**config.mk**
```make
export PLATFORM = sky130hd
export DESIGN_NAME = cordic_cartesian_to_polar
export DESIGN_NICKNAME = d
export VERILOG_FILES = /design/src/design/cc2p_pkg.sv /design/src/design/cc2p_prerot.sv /design/src/design/cc2p_stage.sv /design/src/design/cc2p_post.sv /design/src/design/cordic_cartesian_to_polar.sv
export SDC_FILE = /design/constraint.sdc
export NUM_CORES = 2
export LEC_CHECK = 0
export BUFFER_PORTS_ARGS = -buffer_cell sky130_fd_sc_hd__buf_4
export CELL_PAD_IN_SITES_DETAIL_PLACEMENT = 1
export CELL_PAD_IN_SITES_GLOBAL_PLACEMENT = 2
export CORE_ASPECT_RATIO = 1.25
export CORE_UTILIZATION = 44
export CTS_CLUSTER_SIZE = 24
export DETAILED_ROUTE_END_ITERATION = 7
export HOLD_SLACK_MARGIN = 0.15
export PLACE_DENSITY = 0.88
export SLEW_MARGIN = 10
export SYNTH_ARGS = -nofsm -noshare
export SYNTH_HDL_FRONTEND = slang
export SYNTH_SLANG_ARGS = --single-unit
```
**constraint.sdc**
```tcl
create_clock -name i_clk -period 8.47 [get_ports i_clk]
set_input_delay 1.694 -clock i_clk [delete_from_list [all_inputs] [get_ports i_clk]]
set_output_delay 1.694 -clock i_clk [all_outputs]
set_load 0.01 [all_outputs]
```
**src/design/cc2p_pkg.sv**
```systemverilog
// ----------------------------------------------------------------------------
// cc2p_pkg
// Types and constants shared by the cartesian-to-polar CORDIC pipeline.
// ----------------------------------------------------------------------------
package cc2p_pkg;

    localparam int unsigned W_IN  = 16;
    localparam int unsigned W_XY  = 20;
    localparam int unsigned W_Z   = 12;
    localparam int unsigned W_ANG = 12;
    localparam int unsigned W_MAG = 16;
    localparam int unsigned W_PRD = W_XY + 17;

    localparam logic signed [W_Z-1:0] HALF_TURN     = 12'sd1800;
    localparam logic signed [W_Z:0]   HALF_TURN_X   = 13'sd1800;
    localparam logic signed [W_Z:0]   FULL_TURN_X   = 13'sd3600;
    localparam logic signed [16:0]    INV_GAIN_Q16  = 17'sd39797;

    localparam logic signed [W_Z-1:0] ATAN_TENTHS [16] = '{
        12'sd450, 12'sd265, 12'sd140, 12'sd71, 12'sd36, 12'sd18, 12'sd9, 12'sd4,
        12'sd2,   12'sd1,   12'sd1,   12'sd0,  12'sd0,  12'sd0,  12'sd0, 12'sd0
    };

    typedef struct packed {
        logic signed [W_IN-1:0] x_coord;
        logic signed [W_IN-1:0] y_coord;
    } t_in;

    typedef struct packed {
        logic [W_MAG-1:0]        magnitude;
        logic signed [W_ANG-1:0] angle_tenths;
    } t_out;

    typedef struct packed {
        logic signed [W_XY-1:0] x;
        logic signed [W_XY-1:0] y;
        logic signed [W_Z-1:0]  z;
        logic signed [W_Z-1:0]  offset;
    } t_rot;

endpackage

```
**src/design/cc2p_prerot.sv**
```systemverilog
// ----------------------------------------------------------------------------
// cc2p_prerot
// Entry stage: mirror left-half-plane vectors and note the half-turn offset.
// ----------------------------------------------------------------------------
module cc2p_prerot (
    input  logic            i_clk,
    input  logic            i_rst_n,
    input  logic            i_valid,
    input  cc2p_pkg::t_in   i_data,
    input  logic            i_ready_next,
    output logic            o_ready,
    output logic            o_valid,
    output cc2p_pkg::t_rot  o_data
);

    logic            r_valid;
    cc2p_pkg::t_rot  r_data;
    cc2p_pkg::t_rot  n_data;
    logic signed [cc2p_pkg::W_XY-1:0] x_ext;
    logic signed [cc2p_pkg::W_XY-1:0] y_ext;

    assign o_ready = !r_valid || i_ready_next;

    always_comb begin
        x_ext = cc2p_pkg::W_XY'(i_data.x_coord);
        y_ext = cc2p_pkg::W_XY'(i_data.y_coord);
        n_data.z = '0;
        if (x_ext[cc2p_pkg::W_XY-1]) begin
            n_data.x      = -x_ext;
            n_data.y      = -y_ext;
            n_data.offset = y_ext[cc2p_pkg::W_XY-1] ? -cc2p_pkg::HALF_TURN
                                                    : cc2p_pkg::HALF_TURN;
        end else begin
            n_data.x      = x_ext;
            n_data.y      = y_ext;
            n_data.offset = '0;
        end
    end

    always_ff @(posedge i_clk) begin
        if (!i_rst_n) begin
            r_valid <= 1'b0;
        end else if (o_ready) begin
            r_valid <= i_valid;
        end
    end

    always_ff @(posedge i_clk) begin
        if (o_ready && i_valid) begin
            r_data <= n_data;
        end
    end

    assign o_valid = r_valid;
    assign o_data  = r_data;

endmodule

```
**src/design/cc2p_stage.sv**
```systemverilog
// ----------------------------------------------------------------------------
// cc2p_stage
// One registered CORDIC vectoring micro-rotation.
// ----------------------------------------------------------------------------
module cc2p_stage #(
    parameter int unsigned STEP = 0
) (
    input  logic            i_clk,
    input  logic            i_rst_n,
    input  logic            i_valid,
    input  cc2p_pkg::t_rot  i_data,
    input  logic            i_ready_next,
    output logic            o_ready,
    output logic            o_valid,
    output cc2p_pkg::t_rot  o_data
);

    localparam logic signed [cc2p_pkg::W_Z-1:0] ATAN = cc2p_pkg::ATAN_TENTHS[4'(STEP)];

    logic            r_valid;
    cc2p_pkg::t_rot  r_data;
    cc2p_pkg::t_rot  n_data;
    logic signed [cc2p_pkg::W_XY-1:0] xs;
    logic signed [cc2p_pkg::W_XY-1:0] ys;

    assign o_ready = !r_valid || i_ready_next;

    always_comb begin
        xs = i_data.x >>> STEP;
        ys = i_data.y >>> STEP;
        n_data.offset = i_data.offset;
        if (i_data.y[cc2p_pkg::W_XY-1]) begin
            n_data.x = i_data.x - ys;
            n_data.y = i_data.y + xs;
            n_data.z = i_data.z - ATAN;
        end else begin
            n_data.x = i_data.x + ys;
            n_data.y = i_data.y - xs;
            n_data.z = i_data.z + ATAN;
        end
    end

    always_ff @(posedge i_clk) begin
        if (!i_rst_n) begin
            r_valid <= 1'b0;
        end else if (o_ready) begin
            r_valid <= i_valid;
        end
    end

    always_ff @(posedge i_clk) begin
        if (o_ready && i_valid) begin
            r_data <= n_data;
        end
    end

    assign o_valid = r_valid;
    assign o_data  = r_data;

endmodule

```
**src/design/cc2p_post.sv**
```systemverilog
// ----------------------------------------------------------------------------
// cc2p_post
// Gain correction and angle wrap: multiply stage, then saturate/wrap stage.
// ----------------------------------------------------------------------------
module cc2p_post (
    input  logic            i_clk,
    input  logic            i_rst_n,
    input  logic            i_valid,
    input  cc2p_pkg::t_rot  i_data,
    input  logic            i_ready_next,
    output logic            o_ready,
    output logic            o_valid,
    output cc2p_pkg::t_out  o_data
);

    logic                                r_mul_valid;
    logic signed [cc2p_pkg::W_PRD-1:0]   r_prod;
    logic signed [cc2p_pkg::W_Z:0]       r_ang;
    logic signed [cc2p_pkg::W_PRD-1:0]   n_prod;
    logic signed [cc2p_pkg::W_Z:0]       n_ang;
    logic                                mul_ready;

    logic                                r_out_valid;
    cc2p_pkg::t_out                      r_out;
    cc2p_pkg::t_out                      n_out;
    logic signed [cc2p_pkg::W_PRD-17:0]  prod_hi;
    logic [cc2p_pkg::W_PRD-17:0]         dist_abs;
    logic signed [cc2p_pkg::W_Z:0]       ang_wrap;
    logic                                out_ready;

    assign out_ready = !r_out_valid || i_ready_next;
    assign mul_ready = !r_mul_valid || out_ready;
    assign o_ready   = mul_ready;

    always_comb begin
        n_prod = cc2p_pkg::W_PRD'(i_data.x) * cc2p_pkg::W_PRD'(cc2p_pkg::INV_GAIN_Q16);
        n_ang  = (cc2p_pkg::W_Z+1)'(i_data.z) + (cc2p_pkg::W_Z+1)'(i_data.offset);
    end

    always_comb begin
        prod_hi  = r_prod[cc2p_pkg::W_PRD-1:16];
        dist_abs = prod_hi[cc2p_pkg::W_PRD-17] ? (cc2p_pkg::W_PRD-16)'(-prod_hi)
                                               : (cc2p_pkg::W_PRD-16)'(prod_hi);
        if (|dist_abs[cc2p_pkg::W_PRD-17:cc2p_pkg::W_MAG]) begin
            n_out.magnitude = '1;
        end else begin
            n_out.magnitude = dist_abs[cc2p_pkg::W_MAG-1:0];
        end
        if (r_ang > cc2p_pkg::HALF_TURN_X) begin
            ang_wrap = r_ang - cc2p_pkg::FULL_TURN_X;
        end else if (r_ang < -cc2p_pkg::HALF_TURN_X) begin
            ang_wrap = r_ang + cc2p_pkg::FULL_TURN_X;
        end else begin
            ang_wrap = r_ang;
        end
        n_out.angle_tenths = ang_wrap[cc2p_pkg::W_ANG-1:0];
    end

    always_ff @(posedge i_clk) begin
        if (!i_rst_n) begin
            r_mul_valid <= 1'b0;
            r_out_valid <= 1'b0;
        end else begin
            if (mul_ready) begin
                r_mul_valid <= i_valid;
            end
            if (out_ready) begin
                r_out_valid <= r_mul_valid;
            end
        end
    end

    always_ff @(posedge i_clk) begin
        if (mul_ready && i_valid) begin
            r_prod <= n_prod;
            r_ang  <= n_ang;
        end
        if (out_ready && r_mul_valid) begin
            r_out <= n_out;
        end
    end

    assign o_valid = r_out_valid;
    assign o_data  = r_out;

endmodule

```
**src/design/cordic_cartesian_to_polar.sv**
```systemverilog
// ----------------------------------------------------------------------------
// cordic_cartesian_to_polar
// Pipelined CORDIC vectoring converter from (x, y) to (magnitude, angle).
// ----------------------------------------------------------------------------
// Input channel: i_valid / o_stall carry one (x_coord, y_coord) transaction,
// taken at a clock edge with i_valid high and o_stall low.
// Output channel: o_valid / i_stall carry one (magnitude, angle_tenths)
// transaction per input, in input order; angle is in tenths of a degree.
// Stages in order: one mirror stage, one register per micro-rotation,
// one multiply stage, one saturate/wrap stage. Throughput is one
// transaction per cycle while i_stall is low, set by the
// one-rotation-per-stage pipeline.
// Each stage loads whenever it is empty or its successor moves, so bubbles
// collapse; when i_stall is held the pipeline fills up and o_stall rises
// only once the entry stage holds data that cannot move.
// Reset (synchronous, active low) clears every stage valid bit; results in
// flight are dropped. Data registers are not reset.
// ----------------------------------------------------------------------------
module cordic_cartesian_to_polar #(
    parameter int unsigned ITERATIONS = 16
) (
    input  logic            i_clk,
    input  logic            i_rst_n,
    input  logic            i_valid,
    output logic            o_stall,
    input  cc2p_pkg::t_in   i_data,
    output logic            o_valid,
    input  logic            i_stall,
    output cc2p_pkg::t_out  o_data
);

    logic [ITERATIONS:0]    s_valid;
    logic [ITERATIONS+1:0]  s_ready;
    cc2p_pkg::t_rot         s_data [ITERATIONS+1];

    cc2p_prerot u_prerot (
        .i_clk        (i_clk),
        .i_rst_n      (i_rst_n),
        .i_valid      (i_valid),
        .i_data       (i_data),
        .i_ready_next (s_ready[1]),
        .o_ready      (s_ready[0]),
        .o_valid      (s_valid[0]),
        .o_data       (s_data[0])
    );

    for (genvar k = 0; k < ITERATIONS; k++) begin : g_rot
        cc2p_stage #(
            .STEP (k)
        ) u_stage (
            .i_clk        (i_clk),
            .i_rst_n      (i_rst_n),
            .i_valid      (s_valid[k]),
            .i_data       (s_data[k]),
            .i_ready_next (s_ready[k+2]),
            .o_ready      (s_ready[k+1]),
            .o_valid      (s_valid[k+1]),
            .o_data       (s_data[k+1])
        );
    end

    cc2p_post u_post (
        .i_clk        (i_clk),
        .i_rst_n      (i_rst_n),
        .i_valid      (s_valid[ITERATIONS]),
        .i_data       (s_data[ITERATIONS]),
        .i_ready_next (!i_stall),
        .o_ready      (s_ready[ITERATIONS+1]),
        .o_valid      (o_valid),
        .o_data       (o_data)
    );

    assign o_stall = !s_ready[0];

    a_reset_clears: assert property (@(posedge i_clk)
        !i_rst_n |=> !o_valid && !o_stall)
        else $error("pipeline not empty after reset");

    a_angle_range: assert property (@(posedge i_clk) disable iff (!i_rst_n)
        o_valid |-> (o_data.angle_tenths <= 12'sd1800)
                 && (o_data.angle_tenths >= -12'sd1800))
        else $error("angle outside half-turn range");

    a_stall_cause: assert property (@(posedge i_clk) disable iff (!i_rst_n)
        o_stall |-> s_valid[0] && o_valid && i_stall)
        else $error("input stalled without a stalled, full pipeline");

    a_full_drain: assert property (@(posedge i_clk) disable iff (!i_rst_n)
        o_valid && !i_stall |-> !o_stall)
        else $error("input stalled while output drains");

endmodule
```
==> impl_results.md <==
* Initial antenna violation count at 2
* Synth Register Bits at 941
* Compound-Gate Fraction of Synth Area at 13.3%
* Die area at 169000 µm²
* Share of the yosys chip area belonging to registers at 38.2%
* Logic pwr share at 13.3%
* Total Routing Usage GR at 22.9%
* CP startpoint kind: flop
* Clk root buf: clkbuf_16
* WS Path Type: flop to flop
* Max Root-Sink Buffers at 3
* Initial DRT Pass Iterations at 5
* Path type of the worst min-delay path: flop to flop
* Initial core utilization at 44.3%
* Filler cells at 18300
* Slowest stage cell, crit path: edfxtp_1
* Share of post-route cells with drive strength above 1 at 4.81%
* Met1 Resource Use GR at 25.7%
* Busiest grt layer: met2
* TritonCTS clock tree: done
* Clock Power Share at 40.7%
* Total grt overflow at 0
* Rows at 167
* Post-cts resize count at 0
* DR DRC count at 0
* Pwr/cell area at 145 nW/µm²
* Leak pwr at 32.6 nW
* Met3 Use GR at 2.00%
* Die X at 367 µm
* HPWL Detailed at 157000 µm
* Syn Inst Count at 7175
* Non-filler instance count after layout at 9576
* Sw power at 3.04 mW
* Routed len/inst at 20.2 µm
* Most frequent cells in the layout: edfxtp_1, ha_1, xnor2_1
* Simple-Gate Fraction of Synth Area at 12.5%
* Area delta synth->final at 9.31%
* Slew @ Worst Pin at 1.12 ns
* Most common cell after layout, fill and taps aside: edfxtp_1
* Clock Sink Count at 941
* Number of library cell types mapped by synthesis at 80
* Final period util at 81.0%
* Final Skew at 0.0440 ns
* Total power draw at 11.7 mW
* Met2 usage at 43.8%
* CTS buffer count at 106
* Switching part of the total at 26.0%
* Detailed Route WL at 194000 µm
* Mux contribution to synthesized area at 0.738%
* Vias post-DR at 53200
* Placed cells at 9377
* Final slew viol count at 0
* Worst-Skew Late Latency at 0.75 ns
* Post-synth ARST share at 0%
* Mapped Area at 73400 µm²
* Internal power at 8.63 mW
* Setup violators final at 0
* Die Height at 459 µm
* Synth Warn # at 0
* Status: finished clean
* Worst-path clk slew at 0.07 ns
* Synth Area in Adders at 20.5%
* Post-Synth XOR/XNOR Area at 11.2%
* Final-report hold violation count at 0
* Largest family of logic cells by synthesized area: adder cells
* Unrepaired setup endpoints after global routing: false
* Number of global-route vias before repair at 57600
* Largest net degree at the start of global routing at 55
* Sequential Power Share at 45.9%
* # Max-Cap Violations at 0
* Worst path required time at 8.97 ns
* Port bufs at 64
* Ys flop type: edfxtp_1
* Max incr delay on CP at 0.55 ns
* Layout Nets at 8416
* Core Box Area at 166000 µm²
* Mapped Avg Cell Area at 10.2 µm²
* # IOs at 66
* Routed Antenna Nets at 0
* Final critical-path required period at 6.86 ns
* Max rail drop VDD at 0.184 mV
* Final setup TNS at 0 ns
* Global-route wire length before repair at 309000 µm
* CTS Hold Bufs at 0
* EDFF count, synth at 922
* CP max FO at 7
* Via-to-Cell Ratio at 5.55
* Top cell by count, worst path: fa_1
* Crit. End Element: flop
* Critical path cell sequence: ha_1 > xor2_1 > ha_1 > a21oi_1 > fa_1 > inv_1 > fa_1 > fa_1 > inv_1 > fa_1 > inv_1 > ha_1 > o21a_1 > o2111a_1 > a22o_1 > a31o_2 > a22oi_1 > a22oi_1 > a221o_1 > a41oi_1 > a211oi_1 > xor2_1
* Max Clock Freq at 0.146 GHz
* Postcts setup bufs at 0
* Normalized max-slew margin at 24.9%
* DRT iter0 DRCs at 2280
* Critical path data arrival time at 7.36 ns
* Final RePlAce weighted congestion at 0.883
* CTS H-Tree Depth at 3
## stage by stage
stage | utilization, % | hold WS, ns | cell area [µm²] | setup WS, ns
after floorplan | - | 0.400 | 73500 | 1.29
after global placement | 46.3 | 0.401 | 76700 | 1.67
after detailed placement | 46.3 | 0.406 | 76700 | 1.59
after CTS | 48.5 | 0.413 | 80300 | 1.57
after global routing | 48.5 | 0.414 | 80300 | 1.27
final | 48.5 | 0.413 | 80300 | 1.61
## critical path: cells and delay by family, from the launching register on
kind,cells,cell delay (ns)
adders and majority gates,7,2.95
AOI/OAI and AO/OA,10,2.54
DFF,1,0.55
xor gates and xnor gates,2,0.37
buffers and inverters,3,0.18
## registers in the layout, summed over array words and instances (netlist names)
| register | cells |
|---|---|
| g_rot.u_stage.o_data | 819 |
| g_rot.u_stage.o_valid | 16 |
| u_post.o_data | 27 |
| u_post.o_valid | 1 |
| u_post.r_ang | 12 |
| u_post.r_mul_valid | 1 |
| u_post.r_prod | 21 |
| u_prerot.o_data | 43 |
| u_prerot.o_valid | 1 |
## cell usage after synthesis, drive strengths merged (64+ instances only)
library cell | count | area, µm²
o21ai | 296 | 1480
nor3 | 224 | 1120
nand3 | 129 | 646
nor2b | 140 | 876
inv | 604 | 2270
xnor2 | 647 | 5670
clkbuf | 72 | 270
a21o | 156 | 1170
nor4 | 64 | 400
xor2 | 296 | 2590
fa | 181 | 3620
ha | 911 | 11400
nand2 | 297 | 1110
a31oi | 71 | 444
edfxtp | 922 | 27700
a21oi | 538 | 2690
nor2 | 640 | 2400
o21a | 111 | 833
nand2b | 94 | 588
and3 | 89 | 557
## logic make-up (layout without fill, tap and decap cells)
group,Yosys count,in the layout
simple gates,1889,1889
compound gates,1558,1558
fa+ha+maj,1092,1092
xor+xnor,943,943
flops,941,941
buf+inv,699,899
mux,51,51
other cells,2,6
## power by group through the flow
stage	sequential (mW)	clock (mW)	combinational (mW)
6_report	5.36	4.75	1.56
5_1_grt	5.37	5.03	1.74
4_1_cts	5.36	4.89	1.57
3_5_place_dp	5.46	0	1.55
3_3_place_gp	5.45	0	1.50
2_1_floorplan	5.42	0	1.18
## metal layers
layer,up-vias,share of wire [%]
met5,-,0
met4,0,4.0
met3,300,2.2
met2,555,53
met1,26400,40
li1,26000,-
## path summary, 6_finish.rpt
kind / start / end / slack [ns] / depth (start not counted)
hold reg to reg: u_post.r_ang[1] / u_post.o_data[1] / 0.41 / 0
setup reg to reg: g_rot[15].u_stage.o_data[52] / u_post.r_prod[36] / 1.61 / 22
setup / recovery: g_rot[15].u_stage.o_data[52] / u_post.r_prod[36] / 1.61 / 22
hold / removal: u_post.r_ang[1] / u_post.o_data[1] / 0.41 / 0
## cell type report
class	instances	area (µm²)	area share [%]
Timing Repair Buffer	94	706	0.879
Clock inverter	74	831	1.03
Inverter	607	2280	2.84
Sequential cell	941	28100	35.0
Tap cell	2197	2750	3.42
Clock buffer	124	2740	3.41
Antenna cell	1	2.50	0.00312
Multi-Input combinational cell	5538	42900	53.5
Note: power is estimated with default switching activity, not from simulation.
